## config.mk

```make
export PLATFORM = sky130hd
export DESIGN_NAME = fifo_page_replacement
export DESIGN_NICKNAME = d
export VERILOG_FILES = /design/src/rtl/fpr_pkg.sv /design/src/rtl/fifo_page_replacement.sv /design/src/rtl/fpr_ctrl.sv /design/src/rtl/fpr_datapath.sv
export SDC_FILE = /design/constraint.sdc
export NUM_CORES = 1
export LEC_CHECK = 0
export BUFFER_PORTS_ARGS = -buffer_cell sky130_fd_sc_hd__buf_2
export CORE_MARGIN = 3
export CORE_UTILIZATION = 50
export DETAILED_ROUTE_END_ITERATION = 10
export PLACE_DENSITY = 0.78
export SYNTH_ARGS = -nofsm -noshare
export SYNTH_HDL_FRONTEND = slang
export SYNTH_SLANG_ARGS = --single-unit
```

## constraint.sdc

```tcl
create_clock -name clk -period 4.75 [get_ports clk]
set_clock_uncertainty 0.05 [all_clocks]
set_input_delay 0.7125 -clock clk [delete_from_list [all_inputs] [get_ports clk]]
set_output_delay 0.7125 -clock clk [all_outputs]
set_load 0.005 [all_outputs]
```

## src/rtl/fpr_pkg.sv

```systemverilog
// Shared types and constants for the FIFO page replacement frame table.
`default_nettype none

package fpr_pkg;

	// Default storage sizing
	localparam int MAX_FRAMES_DEF = 16;
	localparam int PAGE_BITS_DEF  = 16;

	// Fixed field widths on the ports
	localparam int PAGE_W  = 16;
	localparam int SLOT_W  = 4;
	localparam int CFG_W   = 5;
	localparam int CNT_W   = 32;

	// frames_in_use after reset
	localparam logic [CFG_W-1:0] FIU_RESET = CFG_W'(16);

	// Output word layout, lowest bit first
	localparam int SLOT_LO  = 0;
	localparam int EVV_LO   = SLOT_LO + SLOT_W;
	localparam int EVP_LO   = EVV_LO + 1;
	localparam int FTOT_LO  = EVP_LO + PAGE_W;
	localparam int HTOT_LO  = FTOT_LO + CNT_W;
	localparam int PACK_W   = HTOT_LO + CNT_W;
	localparam int M_DATA_W = ((PACK_W + 7) / 8) * 8;
	localparam int S_DATA_W = ((PAGE_W + 7) / 8) * 8;

	// Commands from the controller to the datapath
	typedef struct packed {
		logic load_in;
		logic step;
	} fpr_cmd_t;

	// Controller occupancy states
	typedef enum logic [3:0] {
		ST_EMPTY = 4'b0001,
		ST_IN    = 4'b0010,
		ST_OUT   = 4'b0100,
		ST_BOTH  = 4'b1000
	} fpr_state_t;

endpackage

`default_nettype wire

```

## src/rtl/fifo_page_replacement.sv

```systemverilog
// Top level of the FIFO page replacement frame table.
`default_nettype none

// A word accepted into the input register moves on to the result register when that
// register is free or draining, and waits there while m_tready is low.
// Throughput: one page reference per cycle while m_tready is high; the tag compare over the
// window's frames and the table update both finish in the step out of the input register.
// Reset (arst_n low, asynchronous) clears all valid marks, the oldest pointer, both
// counts and sets frames_in_use to 16; frame contents are left undefined, no clearing pass.
module fifo_page_replacement #(
	parameter int MAX_FRAMES = fpr_pkg::MAX_FRAMES_DEF,
	parameter int PAGE_BITS  = fpr_pkg::PAGE_BITS_DEF
) (
	input  wire logic                          clk,
	input  wire logic                          arst_n,
	// Configuration write: frames_in_use
	input  wire logic                          cfg_valid,
	output logic                               cfg_ready,
	input  wire logic [fpr_pkg::CFG_W-1:0]     cfg_data,
	// Reference stream
	input  wire logic                          s_tvalid,
	output logic                               s_tready,
	input  wire logic [fpr_pkg::S_DATA_W-1:0]  s_tdata,  // [15:0] page_number
	// Result stream
	output logic                               m_tvalid,
	input  wire logic                          m_tready,
	// [3:0] slot, [4] evicted_valid, [20:5] evicted_page,
	// [52:21] fault_total, [84:53] hit_total, rest zero
	output logic [fpr_pkg::M_DATA_W-1:0]       m_tdata,
	output logic [0:0]                         m_tuser   // [0] hit
);
	import fpr_pkg::*;

	fpr_cmd_t          cmd;
	logic              hit;
	logic [SLOT_W-1:0] slot;
	logic              evicted_valid;
	logic [PAGE_W-1:0] evicted_page;
	logic [CNT_W-1:0]  fault_total;
	logic [CNT_W-1:0]  hit_total;

	// Register writes are taken at once and apply to the next word processed
	assign cfg_ready = 1'b1;

	// Controller: holds occupancy of input and result registers
	fpr_ctrl u_ctrl (
		.clk      (clk),
		.arst_n   (arst_n),
		.s_tvalid (s_tvalid),
		.s_tready (s_tready),
		.m_tvalid (m_tvalid),
		.m_tready (m_tready),
		.cmd      (cmd)
	);

	// Datapath: frame table compare, replacement and counts
	fpr_datapath #(
		.MAX_FRAMES (MAX_FRAMES),
		.PAGE_BITS  (PAGE_BITS)
	) u_dp (
		.clk           (clk),
		.arst_n        (arst_n),
		.cmd           (cmd),
		.cfg_valid     (cfg_valid && cfg_ready),
		.cfg_data      (cfg_data),
		.page_in       (s_tdata[PAGE_W-1:0]),
		.hit           (hit),
		.slot          (slot),
		.evicted_valid (evicted_valid),
		.evicted_page  (evicted_page),
		.fault_total   (fault_total),
		.hit_total     (hit_total)
	);

	// Pack the result word, first field in the lowest bits
	always_comb begin
		m_tdata = '0;
		m_tdata[SLOT_LO +: SLOT_W] = slot;
		m_tdata[EVV_LO]            = evicted_valid;
		m_tdata[EVP_LO +: PAGE_W]  = evicted_page;
		m_tdata[FTOT_LO +: CNT_W]  = fault_total;
		m_tdata[HTOT_LO +: CNT_W]  = hit_total;
	end

	assign m_tuser[0] = hit;

endmodule

`default_nettype wire

```

## src/rtl/fpr_ctrl.sv

```systemverilog
// Controller: tracks the input and output word registers and issues commands.
`default_nettype none

module fpr_ctrl (
	input  wire logic            clk,
	input  wire logic            arst_n,
	input  wire logic            s_tvalid,
	output logic                 s_tready,
	output logic                 m_tvalid,
	input  wire logic            m_tready,
	output fpr_pkg::fpr_cmd_t    cmd
);
	import fpr_pkg::*;

	fpr_state_t state_q;
	fpr_state_t state_d;
	logic       in_full;
	logic       out_full;
	logic       step;
	logic       load;
	logic       in_full_d;
	logic       out_full_d;

	assign in_full  = (state_q == ST_IN) || (state_q == ST_BOTH);
	assign out_full = (state_q == ST_OUT) || (state_q == ST_BOTH);

	// Process the held word when the result register is free or draining
	assign step     = in_full && (!out_full || m_tready);
	assign s_tready = !in_full || step;
	assign load     = s_tvalid && s_tready;
	assign m_tvalid = out_full;

	assign in_full_d  = load || (in_full && !step);
	assign out_full_d = step || (out_full && !m_tready);

	always_comb begin
		unique case ({in_full_d, out_full_d})
			2'b00:   state_d = ST_EMPTY;
			2'b10:   state_d = ST_IN;
			2'b01:   state_d = ST_OUT;
			2'b11:   state_d = ST_BOTH;
			default: state_d = ST_EMPTY;
		endcase
	end

	always_ff @(posedge clk or negedge arst_n) begin
		if (!arst_n) begin
			state_q <= ST_EMPTY;
		end else begin
			state_q <= state_d;
		end
	end

	assign cmd.load_in = load;
	assign cmd.step    = step;

`ifndef SYNTHESIS
	a_in_hold: assert property (@(posedge clk) disable iff (!arst_n)
		(in_full && !step) |=> in_full)
		else $error("held input word lost");
	a_step_fills_out: assert property (@(posedge clk) disable iff (!arst_n)
		step |=> out_full)
		else $error("processed word did not reach output register");
	a_no_overrun: assert property (@(posedge clk) disable iff (!arst_n)
		load |-> (!in_full || step))
		else $error("input register overwritten");
`endif

endmodule

`default_nettype wire

```

## src/rtl/fpr_datapath.sv

```systemverilog
// Datapath: frame table, tag compare, FIFO pointer, counters and result register.
`default_nettype none

module fpr_datapath #(
	parameter int MAX_FRAMES = fpr_pkg::MAX_FRAMES_DEF,
	parameter int PAGE_BITS  = fpr_pkg::PAGE_BITS_DEF
) (
	input  wire logic                        clk,
	input  wire logic                        arst_n,
	input  wire fpr_pkg::fpr_cmd_t           cmd,
	input  wire logic                        cfg_valid,
	input  wire logic [fpr_pkg::CFG_W-1:0]   cfg_data,
	input  wire logic [fpr_pkg::PAGE_W-1:0]  page_in,
	output logic                             hit,
	output logic [fpr_pkg::SLOT_W-1:0]       slot,
	output logic                             evicted_valid,
	output logic [fpr_pkg::PAGE_W-1:0]       evicted_page,
	output logic [fpr_pkg::CNT_W-1:0]        fault_total,
	output logic [fpr_pkg::CNT_W-1:0]        hit_total
);
	import fpr_pkg::*;

	localparam int SW  = (MAX_FRAMES > 1) ? $clog2(MAX_FRAMES) : 1;
	localparam int NW  = $clog2(MAX_FRAMES + 1);
	localparam int CW  = (NW > CFG_W) ? NW : CFG_W;

	logic [CFG_W-1:0]     fiu_q;
	logic [PAGE_BITS-1:0] page_s1;
	logic [PAGE_BITS-1:0] pages_q [MAX_FRAMES];
	logic [MAX_FRAMES-1:0] valid_q;
	logic [SW-1:0]        oldest_q;
	logic [CNT_W-1:0]     fault_q;
	logic [CNT_W-1:0]     hit_q;

	logic [CW-1:0]        win;
	logic [MAX_FRAMES-1:0] match;
	logic                 hit_any;
	logic [SW-1:0]        hit_slot;
	logic [SW-1:0]        victim;
	logic [SW-1:0]        next_oldest;
	logic                 ev_v;

	logic                 out_hit_q;
	logic [SLOT_W-1:0]    out_slot_q;
	logic                 ev_valid_q;
	logic [PAGE_W-1:0]    ev_page_q;

	always_ff @(posedge clk or negedge arst_n) begin
		if (!arst_n) begin
			fiu_q <= FIU_RESET;
		end else if (cfg_valid) begin
			fiu_q <= cfg_data;
		end
	end

	// Window: zero acts as one, clamp at the table size
	always_comb begin
		if (fiu_q == '0) begin
			win = CW'(1);
		end else if (CW'(fiu_q) > CW'(MAX_FRAMES)) begin
			win = CW'(MAX_FRAMES);
		end else begin
			win = CW'(fiu_q);
		end
	end

	always_comb begin
		for (int i = 0; i < MAX_FRAMES; i++) begin
			match[i] = valid_q[i] && (pages_q[i] == page_s1) && (CW'(i) < win);
		end
	end

	// Lowest matching slot wins
	always_comb begin
		hit_any  = 1'b0;
		hit_slot = '0;
		for (int i = MAX_FRAMES - 1; i >= 0; i--) begin
			if (match[i]) begin
				hit_any  = 1'b1;
				hit_slot = SW'(i);
			end
		end
	end

	assign victim      = (CW'(oldest_q) < win) ? oldest_q : '0;
	assign next_oldest = ((CW'(victim) + CW'(1)) < win) ? SW'(victim + SW'(1)) : '0;
	assign ev_v        = valid_q[victim];

	always_ff @(posedge clk) begin
		if (cmd.load_in) begin
			page_s1 <= PAGE_BITS'(page_in);
		end
		if (cmd.step && !hit_any) begin
			pages_q[victim] <= page_s1;
		end
		if (cmd.step) begin
			out_hit_q  <= hit_any;
			out_slot_q <= SLOT_W'(hit_any ? hit_slot : victim);
			ev_valid_q <= !hit_any && ev_v;
			ev_page_q  <= (!hit_any && ev_v) ? PAGE_W'(pages_q[victim]) : '0;
		end
	end

	always_ff @(posedge clk or negedge arst_n) begin
		if (!arst_n) begin
			valid_q  <= '0;
			oldest_q <= '0;
			fault_q  <= '0;
			hit_q    <= '0;
		end else if (cmd.step) begin
			if (hit_any) begin
				if (hit_q != '1) begin
					hit_q <= hit_q + CNT_W'(1);
				end
			end else begin
				valid_q[victim] <= 1'b1;
				oldest_q        <= next_oldest;
				if (fault_q != '1) begin
					fault_q <= fault_q + CNT_W'(1);
				end
			end
		end
	end

	// Counters only move on a step, so the result word reads them directly
	assign hit           = out_hit_q;
	assign slot          = out_slot_q;
	assign evicted_valid = ev_valid_q;
	assign evicted_page  = ev_page_q;
	assign fault_total   = fault_q;
	assign hit_total     = hit_q;

`ifndef SYNTHESIS
	a_fault_fills: assert property (@(posedge clk) disable iff (!arst_n)
		(cmd.step && !hit_any) |=> valid_q[$past(victim)])
		else $error("faulted slot not marked valid");
	a_hit_keeps_faults: assert property (@(posedge clk) disable iff (!arst_n)
		(cmd.step && hit_any) |=> (fault_q == $past(fault_q)) && (oldest_q == $past(oldest_q)))
		else $error("hit disturbed fault state");
	a_idle_counts: assert property (@(posedge clk) disable iff (!arst_n)
		!cmd.step |=> (fault_q == $past(fault_q)) && (hit_q == $past(hit_q)))
		else $error("counter moved without a step");
`endif

endmodule

`default_nettype wire

```

### Yosys cells after proc, flatten, opt, wreduce, memory -nomap -nowiden

Memory sizes are Yosys's and may differ from the RTL's. A register that Yosys moved wholly into a read port is not among the register bits.
Index checks and enable logic that the tools add are counted.

* bits in registers: 115
* bits in latches: 0
* memory bits (writable): 256
* bits in read-only memories: 0
* input bits: 26
* output and inout bits: 92
* word-level logic and storage cells: 162
* memories kept: 1

* add/sub/neg operators: 4
* $mul: 0
* divide/modulo/power cells: 0
* $lt $le $gt $ge: 21
* equal/unequal tests: 24
* shift operators: 0
* muxes and demuxes: 44
* bitwise gates (word level): 2
* reductions and logical operators: 56

Memory list
* u_dp.pages_q: words 16, width 16, read ports 17, clocked after memory_dff 1, write ports 1, RTL line fpr_datapath.sv:29 `logic [PAGE_BITS-1:0] pages_q [MAX_FRAMES];`

Operators by type and width (number)
* $eq 16x16->1: 16
* $mux 4: 19
* $add 32x1->32 const B: 2
* $ne 32x32->1 const B: 2
* $lt 4x5->1 const A: 8
* $logic_and 1x1->1: 39
* $lt 3x5->1 const A: 4
* $mux 1: 20
* $or 16x16->16: 1
* $pmux 4 s4: 1
* $lt 1x5->1 const A: 2
* $lt 2x5->1 const A: 2
* $mux 5: 2
* $logic_not 1->1: 6
* $logic_or 1x1->1: 6
* $reduce_and 3->1: 2
* $add 4x1->5 const B: 1
* $gt 5x5->1 const B: 1
* $logic_not 5->1: 1
* $lt 4x5->1: 1
* $lt 4x5->1 const B: 1
* $lt 5x5->1: 1
* $add 4x1->4 const B: 1
* $bmux 1 s4: 1
* other kinds (10): 11

### Depth between registers and ports, before layout

Gate-level depths: netlist of the first run.

* depth in word-level cells: 25
* gate-level depth with buffers: 20
* depth with buffers taken out: 17

### By module

A second synthesis of the first run with hierarchy kept.

* cell total of the unflattened synthesis: 1593
* area total of the unflattened synthesis: 19421.1 um^2

Modules (own cells, without submodules)
* fpr_datapath: times used 1, cells an instance 1555, area each 19097.1 um^2, sequential area each 11056.9 um^2
* fpr_ctrl: times used 1, cells an instance 31, area each 279.0 um^2, sequential area each 101.3 um^2
* fifo_page_replacement: times used 1, cells an instance 7, area each 45.0 um^2, sequential area each 0.0 um^2

### Least setup slack after synthesis of the first run

OpenSTA, ideal clock, no wires.

* path kind: register to register
* start: register u_dp.fiu_q[4]
* end: register u_dp.oldest_q[1]
* library setup time: 0.125 ns
* data arrival time: 4.396 ns
* data required time: 4.575 ns
* path slack: 0.179 ns
* stages on the path, launching flop included: 21
* path buffers: 5
* period minus slack after synthesis: 4.571 ns
* cells stage by stage: dfstp_2 clkbuf_1 inv_1 nand2_1 ha_1 a21oi_1 o31ai_1 nor2_1 clkbuf_1 buf_2 buf_2 ha_1 buf_1 xor2_1 ha_1 nand2_1 o21ai_0 o21ai_0 a21boi_0 nor3b_1 mux2_2

* longest elaborated chain between the ends: 23
* elaborated cells on any way between the ends: 60
* classes of those cells: add/sub (2); order compare (19); mux (20); bitwise (1); reduce/logical (18)

RTL lines
* start: declaration: RTL line fpr_datapath.sv:27 `logic [CFG_W-1:0] fiu_q;`
* start signal: assignment: RTL line fpr_datapath.sv:52 `fiu_q <= cfg_data;`
* $gt 5x5->1: RTL line fpr_datapath.sv:60 `end else if (CW'(fiu_q) > CW'(MAX_FRAMES)) begin`
* $mux 5: RTL line fpr_datapath.sv:60
* $mux 5 (*): RTL line fpr_datapath.sv:58 `if (fiu_q == '0) begin`
* $lt 4x5->1: RTL line fpr_datapath.sv:69 `match[i] = valid_q[i] && (pages_q[i] == page_s1) && (CW'(i) < win);`
* $logic_and 1x1->1: RTL line fpr_datapath.sv:69
* $mux 1 (16 in series): RTL line fpr_datapath.sv:78 `if (match[i]) begin`
* $not 1->1 (no line)
* $reduce_and 2->1 (no line)
* end signal: assignment: RTL line fpr_datapath.sv:117 `oldest_q <= next_oldest;`
* end: declaration: RTL line fpr_datapath.sv:31 `logic [SW-1:0] oldest_q;`

Every way passes the cells marked *; elsewhere a longest branch is shown, timed or not.
A chain may end at the register's enable or synchronous reset.

### Worst setup path after layout of the first run

Same ends and word-level chain as after synthesis.

==> run_results.csv, run 1 <==
group,metric,value,unit
outcome,outcome,"finished clean",
floorplanning,io_pins,118,
clock_network,post_cts_buffers,0,
route,drt-initial-drc-count,2245,
clock_network,cts_made_buffers,42,
clock_network,clockRootBuffer,"clkbuf_16",
critical_path,critPathRequiredTime,5120,ps
critical_path,criticalPathCategory,"reg2reg",
cells_and_area,final_common_cell,"edfxtp_1",
clock_network,cts_resized,0,
floorplanning,die_w,205.1,µm
route,wl_per_cell,25.31,µm
placed_design,dp_hpwl,40730,µm
route,dr_total_vias,14820,
critical_path,arrival,4630,ps
cells_and_area,antennaDiodeCount,0,
worst_hold_path,hold_path_class,"in2async",
timing,clock.fmax,0.2348,GHz
clock_network,clock_latency,550,ps
pwr,netSwitchingPower,3587,µW
synth,avgSynthCellArea,12.06,µm²
timing,min_period,4259,ps
pwr,p_comb_share,29.9,%
timing,finalSetupViolations,0,
clock_network,htreeDepth,2,
pwr,leakage,0.008160,µW
placed_design,globalplace.congestion,1.016,
timing,maxSlewViolCount,0,
clock_network,clock_path_buffers,3,
global_route,grt_pass1_wl,85880,µm
cells_and_area,final_cell_mix,"294 x edfxtp_1, 167 x xor2_1, 154 x xnor2_1",
synth,ys.flop_type,"edfxtp_1",
cells_and_area,drive_gt1_share,16.23,%
pwr,pwr_density_cell,465.7,mW/mm²
critical_path,setup.worst_path.end_class,"flip-flop",
critical_path,cpPeakStageDelay,660,ps
route,drcViolationCount,0,
synth,synth_enable_flop_cells,294,
cells_and_area,area_growth,12.39,%
global_route,grt-ovfl-total,0,
global_route,first_global_vias,13750,
route,first_pass_iters,6,
timing,hold_violations,0,
synth,synth_cell_types,70,
timing,relSlewSlack,32.73,%
cells_and_area,fillers,3120,
floorplanning,core_area,0.03892,mm²
synth,yosysSeqAreaShare,56.28,%
pwr,power.share.clock,28.9,%
timing,finalCritPeriodShare,89.66,%
timing,worstMarginPinSlew,999.9,ps
synth,async_flop_share,24.03,%
floorplanning,die_area,0.04208,mm²
route,viasPerCell,6.466,
synth,netlist_area,0.01983,mm²
critical_path,critPathSlowestCell,"dfstp_2",
floorplanning,start_util,50.95,%
run,maxCapViolations,0,
pwr,power.total,10380,µW
floorplanning,die_y,205.1,µm
clock_network,clock-sinks,387,
synth,yosys_warnings,0,
critical_path,crit_chain,"inv_1 -> nand2_1 -> ha_1 -> a21oi_1 -> o31ai_1 -> buf_4 -> nand3b_1 -> inv_1 -> ha_1 -> xor2_1 -> ha_1 -> nand2_1 -> o21ai_0 -> o21ai_0 -> a21boi_0 -> nor3b_1 -> mux2_2",
synth,synthCells,1644,
clock_network,cts_tree,"yes",
timing,setup_tns,0,ps
global_route,grt_use_total,26.87,%
route,routed_wl,58010,µm
cells_and_area,utilization,57.26,%
floorplanning,num_rows,72,
critical_path,worst_setup_path_start_kind,"flip-flop",
cells_and_area,final_nets,1782,
cells_and_area,stdcell_count,2292,
timing,rsz0062_at_grt,"false",
pwr,ir_worst_vdd,0.0003471,V
timing,holdWs,144.4,ps
critical_path,crit_fanout,14,
clock_network,path_clk_slew,60,ps
placed_design,placed_cells,2219,
critical_path,path_common_cell,"ha_1",
pwr,power_frac_seq,41.2,%
route,antenna_left,0,
pwr,swShare,34.56,%
placed_design,io_buffers,113,
global_route,grt_max_degree,89,
clock_network,cts_hold_buf,0,
synth,ys_seq_elements,387,
pwr,p_int,6792,µW
global_route,antenna_found_initial,2,
worst paths after layout:
kind / startpoint / end / slack, ps / cells after the start
max: u_dp.fiu_q[4] / u_dp.oldest_q[1] / 490 / 17
min: arst_n / u_dp.fault_total[28] / 140 / 1
max reg2reg: u_dp.fiu_q[4] / u_dp.oldest_q[1] / 490 / 17
min reg2reg: u_dp.hit_total[22] / u_dp.hit_total[22] / 430 / 1
max in group asynchronous: arst_n / u_ctrl.state_q[3] / 3460 / 2
min in group clk: s_tdata[0] / u_dp.page_s1[0] / 290 / 1
layout make-up:
cell class	instances	area, µm²	share of cell area (%)
clock buffers	57	1147	5.149
clock inverters	16	96.34	0.4323
inverters	18	67.56	0.3032
multi-input cells	1128	8098	36.34
flip-flops and latches	387	11160	50.07
well taps	518	648.1	2.908
repair buffers	168	1069	4.795
per-layer routing:
layer  global-route usage [%]  part of all wire, %
met1                    39.57                   40
met2                    40.14                   44
met3                    5.482                   12
met4                    8.567                  3.7
met5                        0                    0
registers in the layout, summed over array words and instances (netlist names):
signal              count
u_dp.fiu_q              5
u_dp.evicted_page      16
u_dp.hit_total         32
u_dp.fault_total       32
u_dp.valid_q           16
u_dp.evicted_valid      1
u_dp.hit                1
u_dp.oldest_q           4
u_dp.pages_q          256
u_dp.page_s1           16
u_ctrl.state_q          4
u_dp.slot               4
cell usage after synthesis (7+ instances only):
cell type | number | area [µm²]
o21ai_0 | 18 | 90.09
xnor2_1 | 154 | 1349
nor4b_1 | 12 | 105.1
o221a_2 | 7 | 78.83
o2111ai_1 | 7 | 61.31
ha_1 | 11 | 137.6
nor4_1 | 69 | 431.7
xor2_1 | 167 | 1463
buf_4 | 9 | 67.56
a21oi_1 | 15 | 75.07
nor3b_1 | 14 | 105.1
nor2_1 | 40 | 150.1
o221ai_1 | 40 | 350.3
edfxtp_1 | 294 | 8828
nand3_1 | 67 | 335.3
dfrtp_1 | 91 | 2277
and3_1 | 41 | 256.5
nand4_1 | 61 | 381.6
nor3_1 | 49 | 245.2
mux4_2 | 17 | 382.9
a211oi_1 | 29 | 217.7
a31o_2 | 16 | 140.1
nand2_1 | 137 | 514.2
nor2b_1 | 15 | 93.84
clkbuf_1 | 44 | 165.2
and2_1 | 10 | 62.56
buf_2 | 50 | 250.2
mux2_2 | 8 | 90.09
inv_1 | 17 | 63.81
a311oi_1 | 16 | 140.1
buf_1 | 9 | 33.78
o22ai_1 | 31 | 193.9
per-stage QoR:
stage / setup WS (ps) / area (µm²)
after global placement: 771.3 / 21040
final: 491.3 / 22280
after global routing: 272.9 / 22280
after floorplan: 179.3 / 19830
after CTS: 639.1 / 22280
after detailed placement: 665.0 / 21040
critical path, delay by kind of cell (launching register included):
kind	cells	cell delay (ps)
adder cells (fa/ha/maj)	3	1070
AO/OA/AOI/OAI	5	1010
flip-flops	1	660
buffers and inverters	3	460
AND/OR/NAND/NOR	4	450
multiplexers	1	280
XOR/XNOR	1	170
power by group through the flow:
stage	Sequential, µW	Clock, µW	Combinational, µW
after floorplan	4220	0	2000
after global placement	4320	0	2940
after detailed placement	4330	0	2980
after CTS	4260	3030	3000
after global routing	4290	3160	3250
final	4280	3000	3100
kinds of logic (layout without fill, tap and decap cells):
family / Yosys count / count (layout) / share of synthesized area [%]
flip-flops: 387 / 387 / 56.28
adder cells (fa/ha/maj): 11 / 11 / 0.6942
XOR/XNOR: 321 / 321 / 14.18
multiplexers: 27 / 27 / 2.486
other: 2 / 4 / 0.03788
buffers and inverters: 131 / 259 / 3.004
AO/OA/AOI/OAI: 209 / 209 / 8.059
AND/OR/NAND/NOR: 556 / 556 / 15.26
Note: power is estimated with default switching activity, not from simulation.
==> run 2: changes to the inputs <==
--- a/config.mk
+++ b/config.mk
@@ -6,10 +6,12 @@
 export NUM_CORES = 1
 export LEC_CHECK = 0
 export BUFFER_PORTS_ARGS = -buffer_cell sky130_fd_sc_hd__buf_2
+export CELL_PAD_IN_SITES_DETAIL_PLACEMENT = 0
+export CELL_PAD_IN_SITES_GLOBAL_PLACEMENT = 1
 export CORE_MARGIN = 3
-export CORE_UTILIZATION = 50
+export CORE_UTILIZATION = 45
 export DETAILED_ROUTE_END_ITERATION = 10
-export PLACE_DENSITY = 0.78
+export PLACE_DENSITY = 0.84
 export SYNTH_ARGS = -nofsm -noshare
 export SYNTH_HDL_FRONTEND = slang
 export SYNTH_SLANG_ARGS = --single-unit
==> run 2 against run 1 <==
Net effect: sequential cell count stayed put; highest routed layer unchanged; largest cell class unchanged; final area is 2.2% higher; via count is 0.60% higher; critical path type unchanged; clock power is 7.3% higher.
==> run_results.csv, run 2 (same netlist as run 1, synthesis figures left out) <==
group,metric,value,unit
outcome,outcome,"finished clean",
cells_and_area,drive_gt1_share,17.05,%
critical_path,cp.buffers_inverters,3,
global_route,antenna_found_initial,2,
floorplanning,die_area,0.04661,mm²
floorplanning,num_rows,76,
global_route,first_global_vias,14250,
timing,maxSlewViolCount,0,
clock_network,clock-sinks,387,
cells_and_area,final_nets,1799,
cells_and_area,antennaDiodeCount,0,
cells_and_area,final_common_cell,"edfxtp_1",
clock_network,htreeDepth,2,
global_route,grt_max_degree,115,
critical_path,path_common_cell,"buf_4",
pwr,pwr_density_cell,469.9,mW/mm²
cells_and_area,multi_input_area,0.008098,mm²
pwr,swShare,34.74,%
clock_network,path_clk_slew,60,ps
critical_path,critPathSlowestCell,"dfrtp_1",
global_route,grt_use_total,25.68,%
critical_path,setup.worst_path.end_class,"flip-flop",
critical_path,r2r_cells,13,
floorplanning,io_pins,118,
critical_path,path_delay_family,"compound AO/OA/AOI/OAI gates",
timing,finalCritPeriodShare,92.57,%
cells_and_area,fillers,3668,
clock_network,cts_made_buffers,42,
timing,setup_tns,0,ps
cells_and_area,stdcell_count,2380,
critical_path,critPathRequiredTime,5010,ps
pwr,netSwitchingPower,3720,µW
run,maxCapViolations,0,
cells_and_area,seq_area,0.01116,mm²
timing,worstMarginPinSlew,971.7,ps
worst_hold_path,hold_path_class,"in2async",
route,first_pass_iters,5,
floorplanning,start_util,45.82,%
cells_and_area,largest_reg_flops,256,
timing,finalSetupViolations,0,
floorplanning,die_w,215.9,µm
clock_network,cts_hold_buf,0,
cells_and_area,top_register,"u_dp.pages_q",
floorplanning,die_y,215.9,µm
pwr,ir_worst_vdd,0.0003230,V
critical_path,crit_fanout,24,
cells_and_area,utilization,52.66,%
route,drcViolationCount,0,
global_route,grt_pass1_wl,91330,µm
route,wl_per_cell,25.58,µm
clock_network,post_cts_buffers,0,
critical_path,arrival,4660,ps
clock_network,cts_tree,"yes",
critical_path,worst_setup_path_start_kind,"flip-flop",
pwr,power_frac_seq,39.9,%
timing,relSlewSlack,34.63,%
placed_design,io_buffers,113,
clock_network,clock_latency,570,ps
route,drt-initial-drc-count,1959,
route,antenna_left,0,
global_route,grt-ovfl-total,0,
cells_and_area,final_cell_mix,"294 x edfxtp_1, 167 x xor2_1, 154 x xnor2_1",
pwr,leakage,0.008337,µW
placed_design,placed_cells,2303,
critical_path,criticalPathCategory,"reg2reg",
cells_and_area,area_growth,14.92,%
placed_design,dp_hpwl,42550,µm
timing,clock.fmax,0.2274,GHz
timing,min_period,4397,ps
timing,rsz0062_at_grt,"false",
timing,hold_violations,0,
critical_path,crit_chain,"nand2_1 -> ha_1 -> a21oi_1 -> o31ai_1 -> buf_4 -> a211oi_4 -> buf_4 -> buf_4 -> nor2b_1 -> a211oi_1 -> a311oi_1 -> a211oi_1 -> nor3b_2",
placed_design,globalplace.congestion,0.9893,
pwr,p_int,6987,µW
critical_path,path_depth,13,
critical_path,cpPeakStageDelay,750,ps
clock_network,clock_path_buffers,3,
route,routed_wl,60890,µm
route,viasPerCell,6.265,
pwr,power.share.clock,30.0,%
clock_network,cts_resized,0,
clock_network,clockRootBuffer,"clkbuf_16",
pwr,p_comb_share,30.1,%
route,dr_total_vias,14910,
floorplanning,core_area,0.04327,mm²
-- run 2: routing by layer --
layer	GRT usage [%]	vias to the layer above	routed length (µm)
li1	-	6470	-
met1	37.29	7438	25650
met2	39.02	882	26970
met3	4.872	120	6089
met4	8.601	0	2189
met5	0	-	0
-- run 2: area by class of cell --
cell class / count / area share [%]
flip-flops and latches: 387 / 48.97
multi-input cells: 1128 / 35.54
repair buffers: 185 / 6.128
clock buffers: 51 / 4.942
well taps: 585 / 3.213
clock inverters: 26 / 0.9061
inverters: 18 / 0.2965
-- run 2: worst register-to-register path: cells and delay by family, from the launching register on --
kind / cells / cell delay [ps]
buf+inv: 3 / 900
fa+ha+maj: 1 / 340
flops: 1 / 750
compound gates: 6 / 1770
simple gates: 3 / 340
-- run 2: path summary, 6_finish.rpt --
check                                        start                   end  slack [ps]
worst min-delay path                        arst_n  u_dp.fault_total[20]         150
min in group clk                       s_tdata[15]      u_dp.page_s1[15]         280
worst min register to register  u_dp.hit_total[22]    u_dp.hit_total[22]         430
worst max-delay path                 u_dp.fiu_q[2]  u_dp.evicted_page[0]         350
worst max register to register       u_dp.fiu_q[2]  u_dp.evicted_page[0]         350
max in group asynchronous                   arst_n     u_ctrl.state_q[0]        3450
-- run 2: stage by stage --
stage | power [µW] | hold slack, ps | area (µm²) | setup slack [ps]
after floorplan | 6216 | 366.9 | 19830 | 179.3
after global placement | 7440 | 418.2 | 21450 | 583.6
after detailed placement | 7467 | 426.7 | 21450 | 552.0
after CTS | 10680 | 157.0 | 22780 | 531.1
after global routing | 11110 | 178.3 | 22780 | 68.64
final | 10710 | 151.7 | 22780 | 353.0
-- run 2: power groups by stage --
stage / clock (µW) / combinational, µW / sequential [µW]
floorplan: 0 / 2000 / 4220
global placement: 0 / 3120 / 4320
detailed placement: 0 / 3140 / 4330
CTS: 3270 / 3150 / 4260
global route: 3410 / 3410 / 4290
finish: 3220 / 3220 / 4270
